==> src/sv/dlfa_pkg.sv <==
`default_nettype none
package dlfa_pkg;

   localparam int NEURONS  = 64;
   localparam int FRAC     = 12;
   localparam int SUM_W    = 40;
   localparam int Z_W      = 30;
   localparam int U_W      = 31;
   localparam int NUM_W    = 44;
   localparam int DEN_W    = 48;
   localparam int R_W      = 45;
   localparam int TERMS    = 12;

   localparam logic [30:0] Q30_ONE   = 31'h4000_0000;
   localparam logic [30:0] LOG2E_Q30 = 31'd1549082005;
   localparam logic [30:0] LN2_Q30   = 31'd744261118;
   localparam logic [30:0] EXP_LIMIT = 31'(32 << FRAC);

   typedef enum logic [1:0] {
      MODE_WEIGHT = 2'd0,
      MODE_BIAS   = 2'd1,
      MODE_ACT    = 2'd2,
      MODE_NONE   = 2'd3
   } mode_type;

   typedef enum logic [2:0] {
      KIND_IDENTITY = 3'd0,
      KIND_SIGMOID  = 3'd1,
      KIND_RELU     = 3'd2,
      KIND_TANH     = 3'd3,
      KIND_SOFTMAX  = 3'd4
   } kind_type;

   typedef enum logic [1:0] {
      CSR_INPUT_COUNT  = 2'd0,
      CSR_NEURON_COUNT = 2'd1,
      CSR_ACT_KIND     = 2'd2
   } csr_type;

   typedef enum logic [1:0] {
      PASS_MAX = 2'd0,
      PASS_SUM = 2'd1,
      PASS_OUT = 2'd2
   } pass_type;

   typedef enum logic [3:0] {
      ST_IDLE, ST_MAC, ST_BIAS, ST_ZCALC, ST_ACT, ST_EXP0, ST_EXP1, ST_TERM,
      ST_TSTART, ST_TWAIT, ST_EXPEND, ST_POST, ST_AWAIT, ST_RESULT, ST_CLEAR
   } state_type;

   function automatic logic [6:0] eff_count(input logic [6:0] v);
      logic [6:0] r;
      r = v;
      if (v == 7'd0) r = 7'd1;
      else if (v > 7'(NEURONS)) r = 7'(NEURONS);
      return r;
   endfunction

   // ceil(2^34 / i): exact floor division of a 30-bit term by i
   function automatic logic [33:0] term_recip(input logic [3:0] i);
      logic [33:0] r;
      case (i)
         4'd2:    r = 34'd8589934592;
         4'd3:    r = 34'd5726623062;
         4'd4:    r = 34'd4294967296;
         4'd5:    r = 34'd3435973837;
         4'd6:    r = 34'd2863311531;
         4'd7:    r = 34'd2454267027;
         4'd8:    r = 34'd2147483648;
         4'd9:    r = 34'd1908874354;
         4'd10:   r = 34'd1717986919;
         4'd11:   r = 34'd1561806290;
         4'd12:   r = 34'd1431655766;
         default: r = '0;
      endcase
      return r;
   endfunction

   function automatic logic [15:0] sat16(input logic signed [R_W-1:0] v);
      logic [15:0] r;
      r = v[15:0];
      if (v > R_W'(signed'(32767))) r = 16'h7FFF;
      else if (v < -R_W'(signed'(32768))) r = 16'h8000;
      return r;
   endfunction

endpackage
`default_nettype wire

==> src/sv/dlfa_cell.sv <==
`default_nettype none
module dlfa_cell (
   input  wire logic                        clock,
   input  wire logic                        reset,
   input  wire logic                        shift,
   input  wire logic                        clear,
   input  wire logic [dlfa_pkg::SUM_W-1:0]  d,
   output logic      [dlfa_pkg::SUM_W-1:0]  q
);
   logic [dlfa_pkg::SUM_W-1:0] sum_ff, sum_in;

   always_comb begin
      sum_in = sum_ff;
      if (clear) sum_in = '0;
      else if (shift) sum_in = d;
   end

   always_ff @(posedge clock) begin
      if (reset) begin
         sum_ff <= '0;
      end else begin
         sum_ff <= sum_in;
      end
   end

   assign q = sum_ff;
endmodule
`default_nettype wire

==> config.mk <==
export PLATFORM = sky130hd
export DESIGN_NAME = dlfa_cell
export DESIGN_NICKNAME = d
export VERILOG_FILES = /design/src/sv/dlfa_pkg.sv /design/src/sv/dlfa_cell.sv
export SDC_FILE = /design/constraint.sdc
export NUM_CORES = 1
export LEC_CHECK = 0
export ABC_CLOCK_PERIOD_IN_PS = 900
export BUFFER_PORTS_ARGS = -buffer_cell sky130_fd_sc_hd__buf_2
export CAP_MARGIN = 10
export CORE_AREA = 8 8 67 69
export CTS_BUF_LIST = sky130_fd_sc_hd__clkbuf_4
export CTS_CLUSTER_SIZE = 20
export DETAILED_ROUTE_END_ITERATION = 16
export DIE_AREA = 0 0 75 77
export HOLD_SLACK_MARGIN = 0.03
export PLACE_DENSITY = 0.78
export SYNTH_ARGS = -nofsm -noshare
export SYNTH_HDL_FRONTEND = slang
export SYNTH_SLANG_ARGS = --single-unit
==> constraint.sdc <==
create_clock -name clock -period 0.9 [get_ports clock]
set_clock_uncertainty 0.15 [all_clocks]
set_input_delay 0.045 -clock clock [delete_from_list [all_inputs] [get_ports clock]]
set_output_delay 0.045 -clock clock [all_outputs]
set_load 0.005 [all_outputs]
==> results.py <==
metrics = {
    "run_status": {
        "outcome": "finished with violations",
        "violations": "negative setup slack",
    },
    "layout": {
        "area_growth_pct": 78.40,
        "fin_area_mm2": 0.002574,
        "nets": 304,
        "largest_reg_flops": 40,
        "drive_gt1_share_pct": 52.69,
        "finalNonFillerCells": 309,
    },
    "setup_path": {
        "crit_buf_inv": 1,
        "worstPathMaxFanout": 2,
        "setup.worst_path.class": "register to primary output",
        "worstPathRequired_ns": 0.70,
        "cpPeakStageDelay_ns": 0.34,
        "cp.arrival_ns": 0.79,
        "crit_chain": "buf_2",
        "cp_slowest_cell": "dfxtp_2",
        "cp-start-kind": "register",
        "crit_family": "flip-flops",
        "cp-end-kind": "primary output",
    },
    "synthesis": {
        "synth.area.top_cells": "dfxtp_1 (56%), mux2i_1 (28%), nor2_1 (10%), buf_6 (3.1%), buf_4 (2.1%)",
        "synth_top_cell_by_area": "dfxtp_1",
        "synth_ff_type": "dfxtp_1",
        "ys_seq_area_share_pct": 55.51,
        "synthArstFlopShare_pct": 0,
        "synthTopCellsByCount": "dfxtp_1 (40), mux2i_1 (40), nor2_1 (40)",
        "syn_nets": 175,
        "yosysUniqueCellTypes": 8,
        "netlist_area_mm2": 0.001443,
        "ys_warn_count": 0,
        "synth_edf_count": 0,
        "synth_top_cell_area_share_pct": 55.51,
        "ys_ff_latch": 40,
        "syn_avg_cell_area_um2": 11.01,
        "synthCells": 131,
    },
    "place": {
        "portBuffers": 83,
        "dp.cells": 256,
        "place_ws_ns": -0.04402,
        "dpl_cell_area_mm2": 0.001888,
        "hpwl_um": 2524,
        "gp_congestion": 0.6573,
    },
    "detailed_routing": {
        "wl_per_cell_um": 13.76,
        "detail_route.iter0.violations": 49,
        "viasPerCell": 4.440,
        "wl_um": 4253,
        "num_vias": 1372,
        "drcViolationCount": 0,
        "dr.pass1.iters": 4,
        "drtAntennaViolNets": 0,
    },
    "grt": {
        "grt-ovfl-total": 0,
        "antenna_found_initial": 1,
        "grt_pass1_vias": 1392,
        "track_usage_pct": 14.38,
        "grt_pass1_wl_um": 6499,
        "grt_max_degree": 23,
    },
    "clocking": {
        "clkTransAtPathRegs_ns": 0.11,
        "clk_latency_ns": 0.33,
        "cts_buffers": 5,
        "htree_levels": 2,
        "cts.sinks": 40,
        "clockBufferDepth": 2,
        "root_buffer": "clkbuf_4",
        "cts_tree": "yes",
    },
    "timing": {
        "tightest_slew_ns": 0.2178,
        "period_share_pct": 109.8,
        "rsz0062_at_grt": "yes",
        "drv_slew": 0,
        "fmax_ghz": 1.012,
        "relSlewSlack_pct": 85.48,
        "setup_slack_ns": -0.08825,
        "final.min_clock_period_ns": 0.9883,
        "setup_viol": 42,
        "finalHoldViolCount": 0,
    },
    "run": {
        "cap_viol_max_count": 0,
    },
    "die": {
        "dieWidth_um": 75,
        "start_util_pct": 41.27,
        "design.core.area_mm2": 0.003496,
        "dieArea_mm2": 0.005775,
        "io_pins": 84,
        "fp.dieH_um": 77,
        "row_count": 22,
    },
    "power": {
        "power.leakage_nw": 1.281,
        "power_density_mw_per_mm2": 1254,
        "max-vdd-ir-drop_v": 0.001101,
    },
    "min_path": {
        "min_path_type": "primary input to register",
    },
}
==> per-layer routing <==
metal / GRT usage, % / up-vias / share of wire (%)
met2: 23.53 / 60 / 49
met1: 16.26 / 622 / 41
met5: 0 / - / 0
met3: 6.112 / 5 / 9.5
met4: 4.118 / 0 / 0.89
li1: - / 685 / -
==> final timing paths <==
check / from / endpoint / slack (ns) / cells past startpoint
worst max register to register: q[3] / q[3] / -0.01 / 3
worst max-delay path: q[3] / q[3] / -0.09 / 1
worst min-delay path: reset / q[11] / 0.06 / 4
worst min register to register: q[29] / q[29] / 0.34 / 2
==> power breakdown <==
part	internal, mW	total [mW]	switching (mW)
Combinational	0.373	0.575	0.202
Sequential	1.84	1.87	0.0362
Clock	0.273	0.777	0.504
Total	2.48	3.23	0.742
==> cell families (layout without fill, tap and decap cells) <==
| family | Yosys count | count (layout) | share of synthesized area [%] |
|---|---|---|---|
| flops | 40 | 40 | 55.51 |
| other cells | 0 | 1 | 0 |
| simple gates | 41 | 41 | 10.84 |
| buf+inv | 10 | 139 | 5.897 |
| mux | 40 | 40 | 27.75 |
==> metrics by stage <==
step / TNS [ns] / hold WS [ns] / power [mW] / utilization [%]
after floorplan: 0 / 0.04222 / 2.112 / -
after global routing: -4.898 / 0.05386 / 3.403 / 73.62
final: -2.875 / 0.05819 / 3.226 / 73.62
after CTS: -3.749 / 0.03017 / 3.226 / 69.72
after global placement: -0.1294 / 0.1258 / 2.275 / 54.01
after detailed placement: -0.5322 / 0.1402 / 2.282 / 54.01
==> cells in the final DEF, fill, tap and decap left out <==
master,Yosys,routed
buf_12,0,2
buf_2,1,59
buf_4,4,7
buf_6,4,24
clkbuf_4,0,5
clkinv_1,0,2
dfxtp_2,0,40
diode_2,0,1
dlygate4sd3_1,0,40
mux2i_1,40,40
nor2_1,40,40
or2_1,1,1
==> layout make-up <==
cell class / instances / area, um^2
Antenna cell: 1 / 2.502
Clock buffer: 5 / 37.54
Clock inverter: 2 / 7.507
Fill cell: 259 / 922.1
Multi-Input combinational cell: 81 / 556.8
Sequential cell: 40 / 850.8
Tap cell: 48 / 60.06
Timing Repair Buffer: 132 / 1059
==> worst reg2reg max path, delay by kind of cell, from the launching register on <==
family,cells,cell delay (ns)
buffers and inverters,1,0.12
flip-flops,1,0.34
multiplexers,1,0.13
AND/OR/NAND/NOR,1,0.06
==> what timing repair did <==
item,4_1_cts,5_1_grt
setup buffers,0,5
setup endpoints to repair,40,40
hold buffers,40,0
gates cloned,0,0
resized for setup,47,17
hold endpoints to repair,40,0
(Power assumes the default switching activity.)
