`config.mk`:
```
export PLATFORM = sky130hd
export DESIGN_NAME = dlfa_div
export DESIGN_NICKNAME = d
export VERILOG_FILES = /design/src/sv/dlfa_pkg.sv /design/src/sv/dlfa_div.sv
export SDC_FILE = /design/constraint.sdc
export NUM_CORES = 1
export LEC_CHECK = 0
export BUFFER_PORTS_ARGS = -buffer_cell sky130_fd_sc_hd__buf_2
export CELL_PAD_IN_SITES_DETAIL_PLACEMENT = 1
export CELL_PAD_IN_SITES_GLOBAL_PLACEMENT = 1
export CORE_MARGIN = 3
export CORE_UTILIZATION = 40
export DETAILED_ROUTE_END_ITERATION = 6
export PLACE_DENSITY = 0.72
export SLEW_MARGIN = 30
export SYNTH_ARGS = -nofsm -noshare
export SYNTH_HDL_FRONTEND = slang
export SYNTH_SLANG_ARGS = --single-unit
```
`constraint.sdc`:
```
create_clock -name clock -period 5.05 [get_ports clock]
set_input_delay 1.2625 -clock clock [delete_from_list [all_inputs] [get_ports clock]]
set_output_delay 1.2625 -clock clock [all_outputs]
set_load 0.01 [all_outputs]
```
`src/sv/dlfa_pkg.sv`:
```
`default_nettype none
package dlfa_pkg;

   localparam int NEURONS  = 64;
   localparam int FRAC     = 12;
   localparam int SUM_W    = 40;
   localparam int Z_W      = 30;
   localparam int U_W      = 31;
   localparam int NUM_W    = 44;
   localparam int DEN_W    = 48;
   localparam int R_W      = 45;
   localparam int TERMS    = 12;

   localparam logic [30:0] Q30_ONE   = 31'h4000_0000;
   localparam logic [30:0] LOG2E_Q30 = 31'd1549082005;
   localparam logic [30:0] LN2_Q30   = 31'd744261118;
   localparam logic [30:0] EXP_LIMIT = 31'(32 << FRAC);

   typedef enum logic [1:0] {
      MODE_WEIGHT = 2'd0,
      MODE_BIAS   = 2'd1,
      MODE_ACT    = 2'd2,
      MODE_NONE   = 2'd3
   } mode_type;

   typedef enum logic [2:0] {
      KIND_IDENTITY = 3'd0,
      KIND_SIGMOID  = 3'd1,
      KIND_RELU     = 3'd2,
      KIND_TANH     = 3'd3,
      KIND_SOFTMAX  = 3'd4
   } kind_type;

   typedef enum logic [1:0] {
      CSR_INPUT_COUNT  = 2'd0,
      CSR_NEURON_COUNT = 2'd1,
      CSR_ACT_KIND     = 2'd2
   } csr_type;

   typedef enum logic [1:0] {
      PASS_MAX = 2'd0,
      PASS_SUM = 2'd1,
      PASS_OUT = 2'd2
   } pass_type;

   typedef enum logic [3:0] {
      ST_IDLE, ST_MAC, ST_BIAS, ST_ZCALC, ST_ACT, ST_EXP0, ST_EXP1, ST_TERM,
      ST_TSTART, ST_TWAIT, ST_EXPEND, ST_POST, ST_AWAIT, ST_RESULT, ST_CLEAR
   } state_type;

   function automatic logic [6:0] eff_count(input logic [6:0] v);
      logic [6:0] r;
      r = v;
      if (v == 7'd0) r = 7'd1;
      else if (v > 7'(NEURONS)) r = 7'(NEURONS);
      return r;
   endfunction

   // ceil(2^34 / i): exact floor division of a 30-bit term by i
   function automatic logic [33:0] term_recip(input logic [3:0] i);
      logic [33:0] r;
      case (i)
         4'd2:    r = 34'd8589934592;
         4'd3:    r = 34'd5726623062;
         4'd4:    r = 34'd4294967296;
         4'd5:    r = 34'd3435973837;
         4'd6:    r = 34'd2863311531;
         4'd7:    r = 34'd2454267027;
         4'd8:    r = 34'd2147483648;
         4'd9:    r = 34'd1908874354;
         4'd10:   r = 34'd1717986919;
         4'd11:   r = 34'd1561806290;
         4'd12:   r = 34'd1431655766;
         default: r = '0;
      endcase
      return r;
   endfunction

   function automatic logic [15:0] sat16(input logic signed [R_W-1:0] v);
      logic [15:0] r;
      r = v[15:0];
      if (v > R_W'(signed'(32767))) r = 16'h7FFF;
      else if (v < -R_W'(signed'(32768))) r = 16'h8000;
      return r;
   endfunction

endpackage
`default_nettype wire

```
`src/sv/dlfa_div.sv`:
```
`default_nettype none
module dlfa_div (
   input  wire logic                        clock,
   input  wire logic                        reset,
   input  wire logic                        start,
   input  wire logic [dlfa_pkg::NUM_W-1:0]  num,
   input  wire logic [dlfa_pkg::DEN_W-1:0]  den,
   output logic                             done,
   output logic      [dlfa_pkg::NUM_W-1:0]  quo
);
   logic [dlfa_pkg::NUM_W-1:0] work_ff, work_in;
   logic [dlfa_pkg::DEN_W-1:0] rem_ff, rem_in, den_ff, den_in;
   logic [5:0]                 cnt_ff, cnt_in;
   logic                       busy_ff, busy_in, done_ff, done_in;
   logic [dlfa_pkg::DEN_W:0]   rem_sh;
   logic                       ge;

   always_comb begin
      rem_sh  = {rem_ff, work_ff[dlfa_pkg::NUM_W-1]};
      ge      = rem_sh >= {1'b0, den_ff};
      work_in = work_ff;
      rem_in  = rem_ff;
      den_in  = den_ff;
      cnt_in  = cnt_ff;
      busy_in = busy_ff;
      done_in = 1'b0;
      if (start) begin
         work_in = num;
         rem_in  = '0;
         den_in  = den;
         cnt_in  = 6'(dlfa_pkg::NUM_W);
         busy_in = 1'b1;
      end else if (busy_ff) begin
         rem_in  = ge ? dlfa_pkg::DEN_W'(rem_sh - {1'b0, den_ff})
                      : rem_sh[dlfa_pkg::DEN_W-1:0];
         work_in = {work_ff[dlfa_pkg::NUM_W-2:0], ge};
         cnt_in  = cnt_ff - 6'd1;
         if (cnt_ff == 6'd1) begin
            busy_in = 1'b0;
            done_in = 1'b1;
         end
      end
   end

   always_ff @(posedge clock) begin
      if (reset) begin
         busy_ff <= 1'b0;
         done_ff <= 1'b0;
         cnt_ff  <= '0;
      end else begin
         busy_ff <= busy_in;
         done_ff <= done_in;
         cnt_ff  <= cnt_in;
      end
      work_ff <= work_in;
      rem_ff  <= rem_in;
      den_ff  <= den_in;
   end

   assign done = done_ff;
   assign quo  = work_ff;
endmodule
`default_nettype wire

```
==> qor.csv <==
metric,value,unit
fin_tns_setup,0,ns
vias,6690,
ir_worst_vdd,0.000192,V
floorplan.initialDensity,0.415,
postCtsSetupBuffers,0,
power.total,3.39,mW
p_int,2.40,mW
syn2layout_area_growth,17.7,%
detail-route-antenna-nets,0,
worstSetupStartpoint,den_ff[8]$_DFFE_PP_,
drive_above_1_share,0.239,
hold_viol_final,0,
cpMostUsedCell,a22oi_1,
power_density,338,nW/µm²
cts_made_buffers,17,
critPathKind,flip-flop to flip-flop,
tritoncts,yes,
n_antenna_cell,0,
p_sw,0.990,mW
finalClockSkew,0.0145,ns
synthesis.area,8520,µm²
core_area,20600,µm²
hp-class,flip-flop to flip-flop,
place_congestion,0.838,
synth_edf_count,92,
initialDrtViolationCount,303,
die_x,152,µm
grt_pass1_wl,36400,µm
cp.required,5.34,ns
ys_seq_area_frac,0.456,
clk_pin_slew_worst_paths,0.07,ns
routed_wl,22400,µm
grt_pass1_vias,6887,
r2r-end,rem_ff[35]$_SDFFE_PP0P_,
reg2regPathDepth,13,
cts.htree.levels,4,
hold_buffers,0,
met3_length,1480,µm
crit_buf_inv,2,
cp_max_fo,22,
worstSkewPairLatency,0.43,ns
synthArstFlopShare,0,
p_leak,4.16,nW
wl_met2,10300,µm
fmax,280,MHz
highest_layer,met4,
hold_end,cnt_ff[1]$_SDFFE_PP0P_,
cpMaxStageDelayCell,a21o_2,
crit_family,compound AO/OA/AOI/OAI gates,
path_depth,13,
rows,52,
syn_nets,992,
rsz0062_at_grt,false,
clockBufferDepth,2,
via_per_inst,5.34,
m1WireLength,10500,µm
grt_max_degree,54,
crit_path_end_kind,flip-flop,
holdPathStages,2,
cap_violations,0,
max_stage_delay,0.47,ns
worstMarginPinSlew,0.565,ns
antenna_found_initial,0,
clock-sinks,148,
dieArea,23100,µm²
nets,1115,
swShare,0.292,
floorplan.io_pins,140,
grt-ovfl-total,0,
worstPathCellList,"inv_1, ha_1, and4_1, nand3_1, a211o_1, o211ai_1, a22oi_1, o31ai_1, a21o_2, buf_4, nor2_2, a22oi_1, o21ai_0",
status,"complete, no violations",
setup_viol,0,
seqPwrFrac,0.425,
place_hpwl,16600,µm
r2r_start,den_ff[8]$_DFFE_PP_,
grt_use_total,0.190,
io_buffers,139,
combPwrFrac,0.185,
yosysWarningCount,0,
power_frac_clock,0.390,
wl_per_cell,17.9,µm
syn_avg_cell_area,10.1,µm²
max_slew_margin,0.621,
cp.arrival,3.86,ns
cts_resized,0,
finalCritPeriodShare,0.707,
dominantRegCellSynth,edfxtp_1,
cp-start-kind,flip-flop,
synth_cells,846,
drc,0,
slew_violations,0,
clockRootBuffer,clkbuf_16,
synth.ff_latch_count,148,
synth.distinct_cells,63,
timing.hold.worst.start,cnt_ff[1]$_SDFFE_PP0P_,
fp.dieH,152,µm
rrSetupSlack,1.48,ns
period_needed,3.57,ns
dr.pass1.iters,4,
==> per-stage QoR <==
step                hold slack (ns)  std cells  setup slack, ns  area, µm²  utilization
global placement              0.481       1220             1.65       9420        0.458
floorplan                     0.453        846             1.98       8520            -
global route                  0.526       1252             1.09      10000        0.488
finish                        0.505       1252             1.48      10000        0.488
CTS                           0.507       1252             1.47      10000        0.488
detailed placement            0.499       1220             1.50       9420        0.458
==> cells by family after synthesis <==
family	share of synthesized area
adder cells (fa/ha/maj)	0.0757
AO/OA/AOI/OAI	0.175
buffers and inverters	0.0525
AND/OR/NAND/NOR	0.105
XOR/XNOR	0.0493
multiplexers	0.0875
flip-flops	0.456
==> flip-flops by register name, summed over array words and instances (netlist names) <==
| name | count |
|---|---|
| busy_ff | 1 |
| cnt_ff | 6 |
| den_ff | 48 |
| done | 1 |
| quo | 44 |
| rem_ff | 48 |
==> layer usage <==
metal | global-route usage | vias to the layer above
li1 | - | 3328
met1 | 0.254 | 3199
met2 | 0.311 | 156
met3 | 0.0631 | 7
met4 | 0.0257 | 0
met5 | 0 | -
==> power by group through the flow <==
stage	combinational (mW)	sequential (mW)	clock, mW
global route	0.699	1.46	1.40
global placement	0.613	1.46	0
floorplan	0.415	1.47	0
detailed placement	0.626	1.47	0
finish	0.626	1.44	1.32
CTS	0.631	1.44	1.36
==> how the worst max path moves through the flow <==
stage	end	slack (ns)
after global placement	rem_ff[36]$_SDFFE_PP0P_	1.65
after CTS	rem_ff[35]$_SDFFE_PP0P_	1.47
after floorplan	quo[0]$_DFFE_PP_	1.98
final	rem_ff[35]$_SDFFE_PP0P_	1.48
after global routing	rem_ff[36]$_SDFFE_PP0P_	1.09
after detailed placement	rem_ff[35]$_SDFFE_PP0P_	1.50
==> worst reg2reg max path, cell delays in order (launching register included) <==
cell      delay (ns)
edfxtp_1        0.34
inv_1           0.05
ha_1            0.40
and4_1          0.24
nand3_1         0.12
a211o_1         0.27
o211ai_1        0.25
a22oi_1         0.13
o31ai_1         0.35
a21o_2          0.47
buf_4           0.38
nor2_2          0.18
a22oi_1         0.16
o21ai_0         0.11
==> final cells by class <==
class,count,area (µm²)
clock inverters,15,181
multi-input cells,590,4190
well taps,270,338
fillers,2335,10500
repair buffers,148,766
clock buffers,17,425
flip-flops and latches,148,3880
inverters,64,240
==> cell usage after synthesis, types with 6 or more instances <==
| cell type | n | share of area |
|---|---|---|
| a211oi_1 | 28 | 0.025 |
| a31oi_1 | 7 | 0.0051 |
| edfxtp_1 | 92 | 0.32 |
| nor2_1 | 73 | 0.032 |
| nor3_1 | 11 | 0.0065 |
| nand4_1 | 13 | 0.0095 |
| dfxtp_1 | 56 | 0.13 |
| mux2_2 | 44 | 0.058 |
| clkbuf_1 | 30 | 0.013 |
| o21a_1 | 11 | 0.0097 |
| a22oi_1 | 11 | 0.0097 |
| mux2i_1 | 25 | 0.029 |
| ha_1 | 50 | 0.073 |
| inv_1 | 64 | 0.028 |
| o21bai_1 | 9 | 0.0079 |
| a21oi_1 | 56 | 0.033 |
| a21o_1 | 18 | 0.016 |
| o21ai_0 | 51 | 0.030 |
| o31ai_1 | 6 | 0.0053 |
| xnor2_1 | 32 | 0.033 |
| buf_2 | 7 | 0.0041 |
| nand3_1 | 13 | 0.0076 |
| nor2b_1 | 6 | 0.0044 |
| nand2_1 | 53 | 0.023 |
| xor2_1 | 16 | 0.016 |
==> cell usage in the layout, fill, tap and decap left out, types with 3 or more instances in the layout <==
cell and instances:
o21bai_1 9, a31oi_1 7, o21a_1 11, nor2b_1 6
a21boi_0 3, buf_4 10, ha_1 50, o211ai_1 3
a211oi_1 28, nand4_1 13, o31ai_1 6, a21o_1 17
a22oi_1 11, a21oi_1 56, xor2_1 16, mux2_2 44
inv_6 8, nand2_1 53, dfxtp_1 55, a221o_1 5
nor3_1 11, clkbuf_16 17, and3_1 4, inv_1 64
mux2i_1 25, buf_2 138, xnor2_1 32, nand3_1 13
edfxtp_1 92, o21ai_0 51, o21ai_1 3, nor2_1 73
Power figures use the tool's default switching activity.
