==> src/sv/dlfa_ram.sv <==
`default_nettype none
module dlfa_ram #(
   parameter int WIDTH = 16,
   parameter int DEPTH = 64
) (
   input  wire logic                     clock,
   input  wire logic                     we,
   input  wire logic [$clog2(DEPTH)-1:0] waddr,
   input  wire logic [WIDTH-1:0]         wdata,
   input  wire logic [$clog2(DEPTH)-1:0] raddr,
   output logic      [WIDTH-1:0]         rdata
);
   logic [WIDTH-1:0] mem [DEPTH];

   always_ff @(posedge clock) begin
      if (we) begin
         mem[waddr] <= wdata;
      end
      rdata <= mem[raddr];
   end
endmodule
`default_nettype wire

==> config.mk <==
export PLATFORM = sky130hd
export DESIGN_NAME = dlfa_ram
export DESIGN_NICKNAME = d
export VERILOG_FILES = /design/src/sv/dlfa_ram.sv
export SDC_FILE = /design/constraint.sdc
export NUM_CORES = 1
export LEC_CHECK = 0
export ABC_AREA = 1
export ABC_CLOCK_PERIOD_IN_PS = 2900
export BUFFER_PORTS_ARGS = -buffer_cell sky130_fd_sc_hd__buf_2
export CAP_MARGIN = 20
export CORE_ASPECT_RATIO = 0.75
export CORE_MARGIN = 2
export CORE_UTILIZATION = 30
export CTS_BUF_LIST = sky130_fd_sc_hd__clkbuf_2
export DETAILED_ROUTE_END_ITERATION = 16
export GPL_ROUTABILITY_DRIVEN = 0
export PLACE_DENSITY = 0.53
export SYNTH_ARGS = -nofsm -noshare
export SYNTH_HDL_FRONTEND = slang
export SYNTH_SLANG_ARGS = --single-unit
==> constraint.sdc <==
create_clock -name clock -period 2.9 [get_ports clock]
set_input_delay 0.29 -clock clock [delete_from_list [all_inputs] [get_ports clock]]
set_output_delay 0.29 -clock clock [all_outputs]
set_load 0.005 [all_outputs]
==> flow_summary_export.csv, run 1 <==
group,metric,value,unit
outcome,outcome,"finished clean",
sta,tns,0,ns
clock_tree,cts.sinks,1040,
sta,worst_slew_pin_slew,1.12,ns
floorplanning,start_util,30.1,%
detailed_routing,wirelength,132000,microns
clock_tree,cts-htree-levels,4,
clock_tree,cts_made_buffers,230,
worst_setup_path,rrSetupSlack,0.23,ns
floorplanning,die_x,437,microns
sta,skew,0.126,ns
clock_tree,clockBufferDepth,3,
synthesis,netlist_area,0.0421,sq mm
synthesis,synthAdderAreaFrac,0,%
synthesis,syn_area_per_cell,12.0,sq um
clock_tree,cts_setup_buffers,0,
global_route,grt_pass1_vias,26991,
global_route,gr-total-overflow,0,
floorplanning,rows,119,
global_route,grt_pass1_wl,190000,microns
synthesis,synth-xor-area-share,0,%
synthesis,synth.distinct_cells,16,
final_layout,fin_nets,3867,
synthesis,yosysSeqAreaShare,73.8,%
placed_design,dp.cells,5392,
floorplanning,core,0.140,sq mm
detailed_routing,post_drt_wl_per_cell,22.3,microns
clock_tree,cts_root_buf,"clkbuf_2",
final_layout,fin_cells,5900,
final_layout,fin_area,0.0483,sq mm
synthesis,syn-instance-count,3517,
sta,setup_viol,0,
sta,clock.fmax,360,MHz
detailed_routing,viasPerCell,4.91,
placed_design,hpwl,75900,microns
synthesis,synth_compound_area_share,0,%
floorplanning,dieArea,0.143,sq mm
detailed_routing,first_pass_iters,6,
final_layout,utilization,34.5,%
sta,finalMaxSlewViolations,0,
worst_setup_path,crit_type,"input port to register",
final_layout,fillers,13937,
placed_design,port_buffers,45,
final_layout,area_delta_synth_final,14.7,%
clock_tree,tritoncts,"done",
sta,final_hold_viol_count,0,
job,cap_violations,0,
worst_setup_path,startpoint_type,"input port",
floorplanning,pin_count,46,
sta,slew-limit-headroom,25.3,%
synthesis,synthesis.nets,3547,
sta,period_needed,2.78,ns
placed_design,placed_area,0.0451,sq mm
detailed_routing,drtAntennaViolNets,0,
sta,fin_crit_sh,95.9,%
detailed_routing,drt-initial-drc-count,3765,
worst_setup_path,end_kind,"register",
sta,grt_setup_unrepaired,"no",
detailed_routing,drc_errors,0,
hold_path,hold_start,"raddr[2]",
power_and_ir_drop,finalPower,28600,uW
synthesis,synth_simple_gate_area_share,22.7,%
clock_tree,clk_latency,1.63,ns
final_layout,drive_gt1_share,15.8,%
worst_setup_path,worstPathMaxFanout,48,
worst_setup_path,r2r-start,"mem[49][4]",
power_and_ir_drop,ir_worst_vdd,373,uV
power_and_ir_drop,pwr_density_cell,592,mW/mm^2
synthesis,synth_top_family_by_area,"simple AND/OR/NAND/NOR gates",
worst_setup_path,startpoint,"raddr[3]",
synthesis,synth.ff_latch_count,1040,
global_route,grt_max_degree,84,
global_route,grt_antenna_before_repair,5,
hold_path,hp-class,"input port to register",
worst_setup_path,worstPathRequired,4.41,ns
clock_tree,clk_pin_slew,0.12,ns
global_route,grtUsageTotal,18.0,%
power_and_ir_drop,p_leak,0.0177,uW
synthesis,synthMuxAreaShare,0,%
floorplanning,die_h,328,microns
synthesis,yosys_warnings,0,
worst_setup_path,worstPathArrival,4.29,ns
detailed_routing,vias,28946,
Yosys cell counts:
master,number,area (sq um)
dfxtp_1,16,320
buf_4,19,143
nand3_1,871,4360
nor2_1,56,210
buf_8,1,15.0
inv_1,9,33.8
inv_8,1,11.3
edfxtp_1,1024,30700
nand2_1,1296,4860
buf_2,113,566
buf_6,49,552
nor4_1,8,50.1
buf_1,17,63.8
inv_2,2,7.51
clkbuf_1,26,97.6
nand4_1,9,56.3
worst max-delay path, cell delays in order:
cell and delay [ns]:
dlygate4sd3_1 0.52, buf_2 0.18, dlymetal6s4s_1 0.86, inv_2 0.42, buf_12 0.33, nand2_1 0.14, nand3_1 0.10, nand3_1 0.14
dlygate4sd3_1 0.64, nand2_1 0.07, dlygate4sd3_1 0.55
layout make-up:
| type | instances | area (sq um) | share of cell area (%) |
|---|---|---|---|
| Multi-Input combinational cell | 2240 | 9620 | 19.9 |
| Tap cell | 1875 | 2350 | 4.86 |
| Timing Repair Buffer | 313 | 3010 | 6.23 |
| Antenna cell | 4 | 10.0 | 0.0207 |
| Inverter | 12 | 71.3 | 0.148 |
| Clock inverter | 55 | 349 | 0.723 |
| Clock buffer | 361 | 1810 | 3.74 |
| Sequential cell | 1040 | 31100 | 64.3 |
layer usage:
layer / wire [microns] / global-route usage (%) / part of all wire [%]
met5: 13 / 0 / 0.0099
met4: 2710 / 5.34 / 2.1
met3: 13800 / 5.19 / 10
met2: 53500 / 24.4 / 41
met1: 61600 / 27.4 / 47
state kept, by name (all words and copies together), names as in the netlist:
register  flops
rdata        16
mem        1024
metrics by stage:
stage          hold slack, ns  worst slack [ns]
2_1_floorplan           0.389            0.0559
3_3_place_gp            0.674             0.446
3_5_place_dp            0.671             0.465
4_1_cts              0.000175            0.0226
5_1_grt                 0.146            0.0690
6_report                0.107             0.119
final timing paths:
path / to / depth (start not counted)
hold reg to reg: rdata[15] / 8
setup reg to reg: rdata[4] / 11
hold / removal: rdata[15] / 9
setup / recovery: rdata[14] / 11
cell families after synthesis:
group / after synthesis
DFF: 1040
and+or+nand+nor: 2240
buffers and inverters: 237
cell usage in the layout, fill, tap and decap left out, drive strengths merged:
cell type,Yosys,final
nor2,56,56
nor4,8,8
buf,199,233
clkinvlp,0,3
nand3,871,871
nand2,1296,1296
nand4,9,9
bufinv,0,4
dlygate4sd3,0,78
dfxtp,16,16
inv,12,18
edfxtp,1024,1024
clkinv,0,42
diode,0,4
dlymetal6s4s,0,1
clkbuf,26,362
power breakdown:
part           leakage (uW)  internal, uW  total [uW]  switching (uW)
logic               0.00670           655        2360            1710
registers           0.00935         16600       16700            46.9
clock network       0.00166          3660        9580            5920
total                0.0177         20900       28600            7670
repair_timing:
item / in CTS / in global routing
setup endpoints to repair: 0 / 36
hold buffers: 92 / 0
gates resized for setup: 0 / 4
hold endpoints to repair: 2064 / 0
(Power assumes the default switching activity.)
==> inputs of run 2 (changes only) <==
Settings changed: ABC_AREA 1 to unset, CORE_UTILIZATION 30 to 40, PLACE_DENSITY 0.53 to 0.65.
==> run 2 against run 1 <==
Compared with the run above: sequential share of layout area grew 4.1 points; sequential power about the same; routed wire length fell by 25%; core utilization is 11 points higher; combinational power fell by 28%; worst hold slack gained 0.10 ns; largest power group unchanged; synthesized cell count down 48%; register-to-register slack better by 0.08 ns; count of clock-buffer cells in the layout decreased by 19; critical path type unchanged; synthesized area down 4.9%; die area fell by 28%; largest cell class unchanged.
==> flow_summary_export.csv, run 2 <==
group,metric,value,unit
final_layout,reg.largest.list,"mem: 1024 flops, rdata: 16 flops",
clock_tree,cts_root_buf,"clkbuf_2",
floorplanning,die_h,278,microns
sta,clock.fmax,349,MHz
final_layout,final_cell_mix,"edfxtp_1, clkbuf_2, mux4_2",
clock_tree,clk_latency,1.49,ns
synthesis,yosysSeqAreaShare,77.6,%
detailed_routing,wirelength,98100,microns
synthesis,yosys_warnings,0,
synthesis,synth_top_area_share,76.8,%
synthesis,synth_async_sr_flop_share,0,%
sta,fin_crit_sh,98.9,%
sta,final_hold_viol_count,0,
detailed_routing,post_drt_wl_per_cell,26.4,microns
global_route,grt_antenna_before_repair,6,
final_layout,regArea,0.0311,sq mm
sta,grt_setup_unrepaired,"no",
sta,finalMaxSlewViolations,0,
power_and_ir_drop,clockPowerShare,33.1,%
synthesis,syn_area_per_cell,21.9,sq um
power_and_ir_drop,p_sw_share,23.9,%
final_layout,largest_reg_flops,1024,
worst_setup_path,worstPathMaxFanout,12,
sta,period_needed,2.87,ns
final_layout,drive_gt1_share,34.2,%
floorplanning,pin_count,46,
sta,worst_slew_pin_slew,0.984,ns
detailed_routing,first_pass_iters,5,
floorplanning,dieArea,0.103,sq mm
global_route,grt_use_met1,28.0,%
detailed_routing,vias,20455,
detailed_routing,drc_errors,0,
placed_design,place_ws,-0.110,ns
worst_setup_path,startpoint_type,"input port",
clock_tree,cts_made_buffers,221,
worst_setup_path,end_kind,"register",
worst_setup_path,worstPathRequired,4.03,ns
final_layout,fin_area,0.0454,sq mm
global_route,grt.busiest_layer,"met2",
final_layout,fin_cells,3714,
final_layout,top_register,"mem",
synthesis,synth_area_leaders,"edfxtp_1, mux4_2, mux2i_1, dfxtp_1, mux2_2",
global_route,use_met3,5.78,%
placed_design,port_buffers,45,
final_layout,area_delta_synth_final,13.4,%
synthesis,yosys.area.top_type,"edfxtp_1",
synthesis,synth.distinct_cells,43,
clock_tree,clk_pin_slew,0.11,ns
power_and_ir_drop,ir_worst_vdd,378,uV
detailed_routing,viasPerCell,5.51,
floorplanning,core,0.0992,sq mm
sta,skew,0.0886,ns
placed_design,dp.cells,3247,
floorplanning,rows,100,
clock_tree,clockBufferDepth,3,
final_layout,multi_input_area,0.00825,sq mm
global_route,grt_pass1_vias,20988,
job,cap_violations,0,
floorplanning,die_x,369,microns
final_layout,fin_nets,2251,
synthesis,yosys_most_used_dff,"edfxtp_1",
global_route,grtUsageTotal,19.4,%
placed_design,placed_area,0.0425,sq mm
worst_setup_path,crit_type,"input port to register",
synthesis,synth.ff_latch_count,1040,
sta,setup_viol,0,
power_and_ir_drop,seqPwrFrac,60.7,%
synthesis,netlist_area,0.0400,sq mm
sta,fin_ws,0.0306,ns
global_route,grt_max_degree,65,
global_route,grt_pass1_wl,143000,microns
power_and_ir_drop,pwr_density_cell,605,mW/mm^2
final_layout,fillers,8344,
synthesis,syn-instance-count,1829,
outcome,outcome,"finished clean",
hold_path,hp-class,"input port to register",
sta,slew-limit-headroom,34.2,%
sta,fin_hold_ws,0.210,ns
clock_tree,cts.sinks,1040,
synthesis,yosysMostFrequentCell,"edfxtp_1",
power_and_ir_drop,p_switching,6550,uW
final_layout,utilization,45.8,%
clock_tree,tritoncts,"done",
placed_design,hpwl,59400,microns
power_and_ir_drop,p_leak,0.0149,uW
power_and_ir_drop,p_comb_share,6.2,%
synthesis,synthesis.nets,1859,
detailed_routing,drtAntennaViolNets,0,
worst_setup_path,worstPathArrival,4.00,ns
clock_tree,cts-htree-levels,4,
synthesis,synth_edf_count,1024,
global_route,use_met2,28.3,%
worst_setup_path,rrSetupSlack,0.31,ns
global_route,gr-total-overflow,0,
final_layout,layout_commonest_cell,"edfxtp_1",
synthesis,synth_common_cells,"edfxtp_1, mux4_2, mux2i_1",
floorplanning,start_util,40.4,%
power_and_ir_drop,internal-power,20900,uW
detailed_routing,drt-initial-drc-count,2532,
clock_tree,cts_resized,0,
run 2: metrics by stage:
step / total power (uW) / setup TNS (ns)
floorplan: 17800 / 0
global placement: 18600 / -0.0652
detailed placement: 18600 / -0.110
CTS: 27700 / 0
global route: 28600 / 0
finish: 27500 / 0
run 2: worst paths after layout:
kind            endpoint       start  cells after the start
min          mem[55][14]    waddr[5]                      5
min reg2reg     rdata[2]  mem[24][2]                      4
max            mem[1][1]    waddr[0]                      9
max reg2reg     rdata[6]   mem[2][6]                      7
run 2: repair_timing:
| item | in CTS | in global routing |
|---|---|---|
| endpoints found under the setup margin | 0 | 11 |
| hold buffers | 78 | 1 |
| setup buffers | 0 | 0 |
| hold endpoints to repair | 2064 | 21 |
run 2: power groups by stage:
stage | Combinational, uW | Sequential, uW | Clock (uW)
floorplan | 861 | 17000 | 0
global placement | 1540 | 17000 | 0
detailed placement | 1580 | 17000 | 0
CTS | 1700 | 16700 | 9330
global route | 1800 | 16700 | 10100
finish | 1700 | 16700 | 9090
run 2: cell families after synthesis:
logic type	Yosys count	share of synthesized area [%]
AOI/OAI and AO/OA	129	2.41
buffers and inverters	104	1.83
DFF	1040	77.6
muxes	336	15.5
and+or+nand+nor	220	2.65
run 2: final cells by class:
class | count | area share, %
clock inverters | 45 | 0.747
well taps | 1326 | 3.65
flip-flops and latches | 1040 | 68.4
multi-input cells | 685 | 18.2
diodes | 3 | 0.0165
clock buffers | 342 | 3.77
repair buffers | 273 | 5.24
run 2: worst max-delay path, stage by stage:
cell	delay, ns
dlygate4sd3_1	0.52
buf_2	0.17
dlygate4sd3_1	0.65
nand3_1	0.09
dlygate4sd3_1	0.58
nor2_1	0.10
dlygate4sd3_1	0.55
dlygate4sd3_1	0.71
buf_4	0.32
run 2: routing by layer:
layer,vias to the layer above,wire length [microns]
li1,8588,-
met4,4,1940
met3,142,10200
met2,1067,44000
met5,-,27
met1,10654,42000
